**src/hw/rtl/mlam_pkg.sv**
```systemverilog
// ----------------------------------------------------------------------------
// mlam_pkg
// shared types, codes and constant tables of the mesh link airtime metric table
// ----------------------------------------------------------------------------
`default_nettype none

package mlam_pkg;

  localparam int ADDR_W   = 48;
  localparam int TPUT_W   = 20;
  localparam int RATE_W   = 14;
  localparam int QUO_W    = 25;
  localparam int METRIC_W = 17;
  localparam int SMS_W    = 7;

  // reciprocal of 100 scaled by 2^27, exact for any 20-bit numerator
  localparam int RECIP_SHIFT = 27;
  localparam logic [20:0] RECIP_100 = 21'd1342178;

  localparam logic [QUO_W-1:0] AIRTIME_NUM = 25'd20971520;
  localparam logic [30:0] BIG_METRIC = 31'h7fffffff;

  // configuration register indexes
  localparam logic [1:0] REG_EWMA_SHIFT = 2'd0;
  localparam logic [1:0] REG_HYST_SHIFT = 2'd1;
  localparam logic [1:0] REG_BASE_RATE  = 2'd2;
  localparam logic [1:0] REG_RSSI_W     = 2'd3;

  // result status codes
  localparam logic [2:0] ST_APPLIED = 3'd0;
  localparam logic [2:0] ST_SKIPPED = 3'd1;
  localparam logic [2:0] ST_FULL    = 3'd2;
  localparam logic [2:0] ST_QUERY   = 3'd3;
  localparam logic [2:0] ST_UNKNOWN = 3'd4;

  localparam logic KIND_SAMPLE = 1'b0;

  typedef struct packed {
    logic              kind;
    logic [ADDR_W-1:0] station_addr;
    logic [TPUT_W-1:0] expected_throughput;
    logic [RATE_W-1:0] rate_div;
    logic [SMS_W-1:0]  sig_metric;
    logic              sig_unknown;
    logic              skip;
  } item_t;

  typedef struct packed {
    logic [3:0] ewma_shift;
    logic [4:0] hysteresis_shift;
    logic [8:0] rssi_weight_q8;
  } cfg_t;

  typedef enum logic [3:0] {
    B_IDLE, B_SCAN, B_BL1, B_BL2, B_RD, B_RDW, B_UPD, B_QRY1, B_QRY2, B_WR, B_RES
  } back_state_t;

  // signal strength to airtime: 8192 / rate for the ten-step rate ladder
  function automatic logic [SMS_W-1:0] sig_airtime(input logic signed [7:0] s);
    logic [SMS_W-1:0] m;
    begin
      if (s >= -8'sd51)      m = 7'd9;
      else if (s >= -8'sd53) m = 7'd10;
      else if (s >= -8'sd58) m = 7'd12;
      else if (s >= -8'sd59) m = 7'd14;
      else if (s >= -8'sd60) m = 7'd15;
      else if (s >= -8'sd64) m = 7'd21;
      else if (s >= -8'sd68) m = 7'd31;
      else if (s >= -8'sd71) m = 7'd42;
      else if (s >= -8'sd73) m = 7'd63;
      else                   m = 7'd126;
      return m;
    end
  endfunction

endpackage

`default_nettype wire

```
**src/hw/rtl/mlam_fifo.sv**
```systemverilog
// ----------------------------------------------------------------------------
// mlam_fifo
// two-entry queue between classifier and table engine
// ----------------------------------------------------------------------------
`default_nettype none

module mlam_fifo (
  input  wire logic             clk,
  input  wire logic             rst,
  input  wire logic             push,
  input  mlam_pkg::item_t       push_item,
  output logic                  full,
  output logic                  valid,
  output mlam_pkg::item_t       head,
  input  wire logic             pop
);
  import mlam_pkg::*;

  item_t      mem [2];
  logic       wr_ptr;
  logic       rd_ptr;
  logic [1:0] count;

  assign full  = (count == 2'd2);
  assign valid = (count != 2'd0);
  assign head  = mem[rd_ptr];

  always_ff @(posedge clk) begin
    if (push) begin
      mem[wr_ptr] <= push_item;
    end
  end

  always_ff @(posedge clk) begin
    if (rst) begin
      wr_ptr <= 1'b0;
      rd_ptr <= 1'b0;
      count  <= 2'd0;
    end else begin
      if (push) wr_ptr <= !wr_ptr;
      if (pop)  rd_ptr <= !rd_ptr;
      count <= count + 2'(push) - 2'(pop);
    end
  end

endmodule

`default_nettype wire

```
**config.mk**
```make
export PLATFORM = sky130hd
export DESIGN_NAME = mlam_fifo
export DESIGN_NICKNAME = d
export VERILOG_FILES = /design/src/hw/rtl/mlam_pkg.sv /design/src/hw/rtl/mlam_fifo.sv
export SDC_FILE = /design/constraint.sdc
export NUM_CORES = 1
export LEC_CHECK = 0
export ABC_AREA = 1
export ABC_CLOCK_PERIOD_IN_PS = 5900
export CAP_MARGIN = 20
export CORE_UTILIZATION = 35
export DETAILED_ROUTE_END_ITERATION = 8
export DONT_BUFFER_PORTS = 1
export PLACE_DENSITY = 0.6
export SYNTH_ARGS = -nofsm -noshare
export SYNTH_HDL_FRONTEND = slang
export SYNTH_SLANG_ARGS = --single-unit
```
**constraint.sdc**
```tcl
create_clock -name clk -period 5.9 [get_ports clk]
set_clock_uncertainty 0.2 [all_clocks]
set_input_delay 0.59 -clock clk [delete_from_list [all_inputs] [get_ports clk]]
set_output_delay 0.59 -clock clk [all_outputs]
set_load 0.03 [all_outputs]
```
==> flow_summary.ini <==
[layout]
drive_gt1_share_pct = 36.8
postLayoutCellArea_um2 = 8040
final_common_cell = edfxtp_1
diodes = 0
n_fill_cell = 1823
syn_to_final_growth_pct = 10.7
regArea_um2 = 5630
multi_input_area_um2 = 1440
final_cell_mix = edfxtp_1, mux2_4, clkbuf_16
nets = 428

[floorplanning]
coreArea_um2 = 20300
initial_utilization_pct = 35.8
die_area_um2 = 21300
pin_count = 190
row_count = 52
die_y_um = 146
die_w_um = 146

[critical_path]
path_buf_inv = 1
critPathMaxFanout = 56
worstRegToRegCells = 2
crit-reg2reg-launch = wr_ptr
critical_path_class = reg2out
path_depth = 2
crit_chain = buf_4 -> mux2_4
endpoint_kind = output pin
cpLargestDelayFamily = flip-flops
slowest_stage = dfxtp_4
worstPathRequired_ns = 5.11
start_kind = flip-flop
max_stage_delay_ns = 1.00
arrival_ns = 2.59

[drt]
via_per_inst = 4.56
drc = 0
routed_wl_um = 11700
drt_first_pass_iters = 4
wl_per_cell_um = 19.2
first_iter_violations = 104
vias = 2790
ant_nets = 0

[sta]
setup-tns-final_ns = 0
min_period_ns = 3.38
slew_viol_final = 0
worst_pin_slew_ns = 1.00
rsz0062_at_grt = no
setup_violations = 0
hold_viol = 0
period_share_pct = 57.3
fmax_mhz = 296
slew_headroom_pct = 33.1

[clock_tree]
path_clk_slew_ns = 0.06
clock-sinks = 189
cts_max_path_buffers = 2
post_cts_buffers = 0
cts-root-buf = clkbuf_16
cts_htree_levels = 4
cts_made_buffers = 17
cts_tree = yes
worstSkewPairLatency_ns = 0.41

[yosys]
yosysWarningCount = 0
synthCells = 317
synth.distinct_cells = 15
yosysSeqAreaShare_pct = 77.5
syn_avg_cell_area_um2 = 22.9
syn-num-nets = 415
synth.cell_area_um2 = 7260
ys_ff_latch = 189

[global_routing]
gr-usage-all-layers_pct = 11.3
antenna_found_initial = 0
overflow = 0
grt_start_max_net_pins = 69
grt_pass1_wl_um = 17500
grt_pass1_vias = 2973

[run]
maxCapViolCount = 0

[pwr]
p_leak_nw = 2.80
ir_worst_vdd_uv = 186
p_per_area_nw_per_um2 = 376

[placement]
placed_area_um2 = 7460
dp_hpwl_um = 7890
routabilityCongestion = 0.738
numPortBuffers = 0

[hold_path]
min_path_cells = 1
hold_path_class = in2reg
min_from = rst

[run_status]
status = complete, no violations
## power breakdown
part / internal (W) / switching [W]
clock: 0.000624 / 0.000466
sequential: 0.00156 / 0.0000372
combinational: 0.000117 / 0.000222
total: 0.00230 / 0.000725
## state kept, by name, summed over array words and instances (netlist names), named ones only
signal / count
count: 2
mem: 184
rd_ptr: 1
wr_ptr: 1
## area by class of cell
| type | instances | share of cell area [%] |
|---|---|---|
| multi-input combinational | 110 | 17.9 |
| clock buffer | 18 | 5.34 |
| clock inverter | 13 | 1.71 |
| tap | 270 | 4.20 |
| inverter | 8 | 0.405 |
| sequential | 189 | 70.0 |
| timing repair buffer | 4 | 0.405 |
## cell usage after synthesis (all sizes together)
| cell | instances | area (um^2) |
|---|---|---|
| nor3 | 1 | 5.00 |
| nand3 | 1 | 5.00 |
| mux2 | 92 | 1340 |
| ha | 2 | 25.0 |
| a21oi | 1 | 5.00 |
| nand2 | 5 | 18.8 |
| buf | 10 | 176 |
| dfxtp | 5 | 100 |
| xnor2 | 1 | 8.76 |
| edfxtp | 184 | 5530 |
| nor2 | 7 | 26.3 |
| inv | 8 | 30.0 |
## layer usage
metal | GRT usage (%) | wire, um | vias to the layer above
li1 | - | - | 1256
met1 | 11.6 | 4200 | 1404
met2 | 19.3 | 6120 | 120
met3 | 6.69 | 1300 | 10
met4 | 3.44 | 124 | 0
met5 | 0 | 0 | -
## cell families after synthesis
family                   share of synthesized area (%)
flip-flops                                        77.5
multiplexers                                      18.4
buffers and inverters                             2.84
AND/OR/NAND/NOR                                  0.758
adder cells (fa/ha/maj)                          0.345
AO/OA/AOI/OAI                                   0.0689
XOR/XNOR                                         0.121
## through the flow
stage               hold WS, ns  setup slack [ns]  power (W)  utilization [%]  cells
floorplan                 0.280             0.672    0.00195                -    317
global placement          0.295              2.96    0.00196             36.7    580
detailed placement        0.302              2.91    0.00197             36.7    580
CTS                     0.00241              2.45    0.00307             39.5    611
global route            0.00504              2.36    0.00314             39.6    612
finish                   0.0404              2.52    0.00302             39.6    612
## worst paths after layout
path	slack, ns	to
setup / recovery	2.52	head[66]
hold / removal	0.04	rd_ptr
hold reg to reg	0.31	flip-flop
setup reg to reg	3.49	mem[0][16]
## timing repair
| item | in CTS | in global routing |
|---|---|---|
| hold endpoints to repair | 0 | 1 |
| hold buffers | 0 | 1 |
| resized for setup | 0 | 0 |
| endpoints found under the setup margin | 0 | 0 |
No activity file was read; power rests on OpenSTA's default activity.
