File: src/hw/rtl/mlam_pkg.sv
// ----------------------------------------------------------------------------
// mlam_pkg
// shared types, codes and constant tables of the mesh link airtime metric table
// ----------------------------------------------------------------------------
`default_nettype none

package mlam_pkg;

  localparam int ADDR_W   = 48;
  localparam int TPUT_W   = 20;
  localparam int RATE_W   = 14;
  localparam int QUO_W    = 25;
  localparam int METRIC_W = 17;
  localparam int SMS_W    = 7;

  // reciprocal of 100 scaled by 2^27, exact for any 20-bit numerator
  localparam int RECIP_SHIFT = 27;
  localparam logic [20:0] RECIP_100 = 21'd1342178;

  localparam logic [QUO_W-1:0] AIRTIME_NUM = 25'd20971520;
  localparam logic [30:0] BIG_METRIC = 31'h7fffffff;

  // configuration register indexes
  localparam logic [1:0] REG_EWMA_SHIFT = 2'd0;
  localparam logic [1:0] REG_HYST_SHIFT = 2'd1;
  localparam logic [1:0] REG_BASE_RATE  = 2'd2;
  localparam logic [1:0] REG_RSSI_W     = 2'd3;

  // result status codes
  localparam logic [2:0] ST_APPLIED = 3'd0;
  localparam logic [2:0] ST_SKIPPED = 3'd1;
  localparam logic [2:0] ST_FULL    = 3'd2;
  localparam logic [2:0] ST_QUERY   = 3'd3;
  localparam logic [2:0] ST_UNKNOWN = 3'd4;

  localparam logic KIND_SAMPLE = 1'b0;

  typedef struct packed {
    logic              kind;
    logic [ADDR_W-1:0] station_addr;
    logic [TPUT_W-1:0] expected_throughput;
    logic [RATE_W-1:0] rate_div;
    logic [SMS_W-1:0]  sig_metric;
    logic              sig_unknown;
    logic              skip;
  } item_t;

  typedef struct packed {
    logic [3:0] ewma_shift;
    logic [4:0] hysteresis_shift;
    logic [8:0] rssi_weight_q8;
  } cfg_t;

  typedef enum logic [3:0] {
    B_IDLE, B_SCAN, B_BL1, B_BL2, B_RD, B_RDW, B_UPD, B_QRY1, B_QRY2, B_WR, B_RES
  } back_state_t;

  // signal strength to airtime: 8192 / rate for the ten-step rate ladder
  function automatic logic [SMS_W-1:0] sig_airtime(input logic signed [7:0] s);
    logic [SMS_W-1:0] m;
    begin
      if (s >= -8'sd51)      m = 7'd9;
      else if (s >= -8'sd53) m = 7'd10;
      else if (s >= -8'sd58) m = 7'd12;
      else if (s >= -8'sd59) m = 7'd14;
      else if (s >= -8'sd60) m = 7'd15;
      else if (s >= -8'sd64) m = 7'd21;
      else if (s >= -8'sd68) m = 7'd31;
      else if (s >= -8'sd71) m = 7'd42;
      else if (s >= -8'sd73) m = 7'd63;
      else                   m = 7'd126;
      return m;
    end
  endfunction

endpackage

`default_nettype wire

File: src/hw/rtl/mlam_front.sv
// ----------------------------------------------------------------------------
// mlam_front
// accepts words, classifies them and derives the rate divisor
// ----------------------------------------------------------------------------
`default_nettype none

module mlam_front (
  input  wire logic                        clk,
  input  wire logic                        rst,
  input  wire logic                        in_valid,
  output logic                             in_ready,
  input  wire logic                        in_kind,
  input  wire logic [47:0]                 in_addr,
  input  wire logic [19:0]                 in_tput,
  input  wire logic [7:0]                  in_sig,
  input  wire logic [19:0]                 base_rate,
  output logic                             push,
  output mlam_pkg::item_t                  push_item,
  input  wire logic                        q_full
);
  import mlam_pkg::*;

  logic              full;
  logic              kind;
  logic [ADDR_W-1:0] addr;
  logic [TPUT_W-1:0] tput;
  logic [40:0]       prod;
  logic [SMS_W-1:0]  sms;
  logic              sunk;
  logic              skip;

  assign in_ready = !full;
  assign push     = full && !q_full;

  always_ff @(posedge clk) begin
    if (rst) begin
      full <= 1'b0;
    end else if (in_valid && in_ready) begin
      full <= 1'b1;
    end else if (push) begin
      full <= 1'b0;
    end
  end

  always_ff @(posedge clk) begin
    if (in_valid && in_ready) begin
      kind <= in_kind;
      addr <= in_addr;
      tput <= in_tput;
      // (t - 1) / 100 by reciprocal multiply
      prod <= {21'd0, in_tput - 20'd1} * {20'd0, RECIP_100};
      sms  <= sig_airtime(in_sig);
      sunk <= (in_sig == 8'd0);
      skip <= (in_kind == KIND_SAMPLE) && ((in_tput == 20'd0) || (in_tput == base_rate));
    end
  end

  always_comb begin
    push_item.kind                = kind;
    push_item.station_addr        = addr;
    push_item.expected_throughput = tput;
    push_item.rate_div            = prod[RECIP_SHIFT +: RATE_W] + RATE_W'(1);
    push_item.sig_metric          = sms;
    push_item.sig_unknown         = sunk;
    push_item.skip                = skip;
  end

endmodule

`default_nettype wire

File: config.mk
export PLATFORM = sky130hd
export DESIGN_NAME = mlam_front
export DESIGN_NICKNAME = d
export VERILOG_FILES = /design/src/hw/rtl/mlam_pkg.sv /design/src/hw/rtl/mlam_front.sv
export SDC_FILE = /design/constraint.sdc
export NUM_CORES = 1
export LEC_CHECK = 0
export BUFFER_PORTS_ARGS = -buffer_cell sky130_fd_sc_hd__buf_2
export CAP_MARGIN = 5
export CORE_MARGIN = 2
export CORE_UTILIZATION = 59
export DETAILED_ROUTE_END_ITERATION = 16
export PLACE_DENSITY = 0.83
export SLEW_MARGIN = 20
export SYNTH_ARGS = -nofsm -noshare
export SYNTH_HDL_FRONTEND = slang
export SYNTH_SLANG_ARGS = --single-unit
File: constraint.sdc
create_clock -name clk -period 9.1 [get_ports clk]
set_input_delay 0 -clock clk [delete_from_list [all_inputs] [get_ports clk]]
set_output_delay 0 -clock clk [all_outputs]
set_load 0.01 [all_outputs]
==> key figures <==
Global routing
  • Via count of the first global-routing pass: around 10k
  • Wire length of the first global-routing pass: between 50000 and 60000 µm
  • Overall Global Routing Usage: 0.327
  • Number of antenna violations at the first check in global routing: 2
  • Largest net degree at the start of global routing: 78
  • Global route total overflow: 0

Synth
  • Most area-consuming cells after synthesis: sky130_fd_sc_hd__edfxtp_1 24%, sky130_fd_sc_hd__fa_1 23%, sky130_fd_sc_hd__ha_1 23%
  • Number of enable flip-flop cells after synthesis: between 90 and 100
  • #FFs+latches synth: 93
  • Post-Syn Instances: 1102
  • Number of warnings issued by yosys: 0
  • Yosys top cell by area: sky130_fd_sc_hd__edfxtp_1
  • Mean area per synthesized cell: approximately 11 µm²
  • Netlist area before placement: 11700 µm²
  • Net count after synthesis: 1553
  • Most common library cells after synthesis: 298 x sky130_fd_sc_hd__inv_1, 214 x sky130_fd_sc_hd__ha_1, 136 x sky130_fd_sc_hd__fa_1
  • Asr flop ratio synth: 0
  • Most common flop cell mapped by yosys: sky130_fd_sc_hd__edfxtp_1
  • Yosys cell types: 68
  • Area share of the largest cell type after synthesis: 0.236
  • Share of synthesized area occupied by flip-flops and latches: 0.238
  • Cell with the most instances after synthesis: sky130_fd_sc_hd__inv_1

CTS
  • CTS Root Buffer Type: sky130_fd_sc_hd__clkbuf_16
  • Post CTS Setup Buffer Count: 0
  • Level count of the clock H-tree: 3
  • Number of buffers between clock root and the deepest sink: 2
  • Clock network latency to the later pin of the worst-skew pair: about 0.37 ns
  • Clock-pin slew on the worst setup and hold paths: roughly 0.08 ns
  • CTS Buf Count: 9
  • Sinks on the clock net: 93
  • Clock tree from TritonCTS: built

Run status
  • Result of the run: complete, no violations

Critical path
  • Cell type with the highest occurrence count on the critical path: sky130_fd_sc_hd__fa_1
  • Worst endpoint required time: ~9 ns
  • Capturing element type of the critical path: flip-flop
  • CP Data Arrival Time: between 8 and 9 ns
  • CP max stage delay: about 0.56 ns
  • Setup crit start kind: input port
  • Critical Setup Path Class: input port to flip-flop
  • Critical path fanouts, max: 8
  • Library cell contributing the largest single delay on the critical path: sky130_fd_sc_hd__fa_1

Floorplanning
  • IO Pins: 195
  • Die height: roughly 140 µm
  • Placement row count: a little over 50
  • Die outline area: between 20000 and 25000 µm²
  • Core area: between 15000 and 20000 µm²
  • Die width: around 140 µm
  • Starting density of the core: 0.602

Finish
  • Area growth from synthesis to layout: 19.2%
  • Footprint of the multi-input gates: between 7000 and 8000 µm²
  • Share of final-layout standard cells stronger than drive strength 1: 0.178
  • Area occupied by registers: ~2800 µm²
  • Count of filler cells inserted in the layout: 1173
  • Final nets: approximately 1.8k

Drt
  • DRT iter0 DRCs: 768
  • Overall routed net length: 34800 µm
  • Via count normalized by instance count: ~5.8
  • Number of nets with antenna violations after routing: 0
  • Post-detailed-route wirelength per cell: between 20 and 25 µm
  • First drt pass iteration count: 5
  • Total via count after detailed routing: 9420
  • Post-detailed-route DRC marker count: 0

Min path
  • Class of the tightest hold or removal check: input port to flip-flop

STA
  • Final setup TNS: 0 ns
  • Final Max Slew Viols: 0
  • Max-Slew Margin vs Limit: 0.334
  • Fmax: 115 MHz
  • Hold violation count in the final report: 0
  • Clock period minus final worst setup slack: slightly below 9 ns
  • Post-route fraction of the period consumed by the critical path: 0.959
  • Final setup violation count: 0
  • RSZ-0062 raised after global routing: false
  • Transition time of the tightest slew-check pin: roughly 0.99 ns
  • Worst Skew: 0.0109 ns

Place
  • HPWL after DPL: approximately 24000 µm
  • Placer's final routability congestion estimate: about 0.96
  • Port buffer count: 194

Flow run
  • Max-cap viol count: 0
==> worst max-delay path, delay by kind of cell <==
family	cells	cell delay, ns
XOR/XNOR	2	0.56
AND/OR/NAND/NOR	7	2.00
AO/OA/AOI/OAI	5	1.20
buffers and inverters	8	1.17
adder cells (fa/ha/maj)	9	3.87
==> state kept, by name, indices dropped and copies added, names as in the netlist <==
name  count
sunk      1
addr     48
kind      1
tput     20
prod     14
full      1
skip      1
sms       7
==> cell type report <==
class	instances	area share
Antenna cell	2	0.000358
Clock buffer	9	0.0161
Clock inverter	7	0.00654
Inverter	303	0.0814
Multi-Input combinational cell	690	0.552
Sequential cell	93	0.199
Tap cell	265	0.0237
Timing Repair Buffer	267	0.121
==> per-stage QoR <==
stage / instance area [µm²] / worst slack (ns) / hold WS (ns) / util / instances
2_1_floorplan: 11700 / 1.68 / 0.0429 / - / 1102
3_3_place_gp: 13000 / 0.955 / 0.159 / 0.667 / 1551
3_5_place_dp: 13000 / 0.779 / 0.168 / 0.667 / 1551
4_1_cts: 14000 / 0.600 / 0.00292 / 0.718 / 1634
5_1_grt: 14000 / 0.0315 / 0.0159 / 0.718 / 1636
6_report: 14000 / 0.375 / 0.00733 / 0.718 / 1636
==> per-layer routing <==
metal,GRT usage,wire (µm),part of all wire
met1,0.385,12400,0.36
met3,0.0654,3100,0.089
met4,0.207,2350,0.068
met5,0,0,0
met2,0.550,16900,0.49
==> path summary, 6_finish.rpt <==
path / start / endpoint / slack, ns / cells past startpoint
setup reg to reg: full / addr[29] / 7.07 / 2
hold reg to reg: full / prod[35] / 0.74 / 1
hold / removal: in_tput[10] / tput[10] / 0.007 / 1
setup / recovery: in_tput[1] / prod[35] / 0.38 / 31
==> cells by family after synthesis <==
kind of cell	share of synthesized area
adders and majority gates	0.461
muxes	0.00342
buffers and inverters	0.105
DFF	0.238
AOI/OAI and AO/OA	0.0536
xor gates and xnor gates	0.0661
and+or+nand+nor	0.0735
==> cells in the final DEF, fill, tap and decap left out, drive strengths merged, types with 5 or more instances in the layout <==
| master | count |
|---|---|
| edfxtp | 92 |
| fa | 136 |
| a211oi | 6 |
| clkbuf | 9 |
| nand4 | 10 |
| o21ai | 19 |
| a21o | 17 |
| buf | 200 |
| xor2 | 32 |
| and2 | 5 |
| nand2b | 6 |
| nand3 | 14 |
| ha | 214 |
| o31ai | 5 |
| xnor2 | 53 |
| nand2 | 34 |
| a21oi | 34 |
| and3 | 5 |
| dlygate4sd3 | 67 |
| inv | 306 |
| or2 | 7 |
| nor3 | 5 |
| nor2 | 35 |
| nor4 | 5 |
| or4 | 5 |
| nor2b | 7 |
==> repair_timing <==
| item | in CTS | in global routing |
|---|---|---|
| resized for setup | 0 | 0 |
| hold buffers | 67 | 0 |
| endpoints found under the hold margin | 66 | 0 |
Power is left out: the tool's default activity adds up to more than one toggle a clock period on the data nets, which glitch-free logic cannot reach.
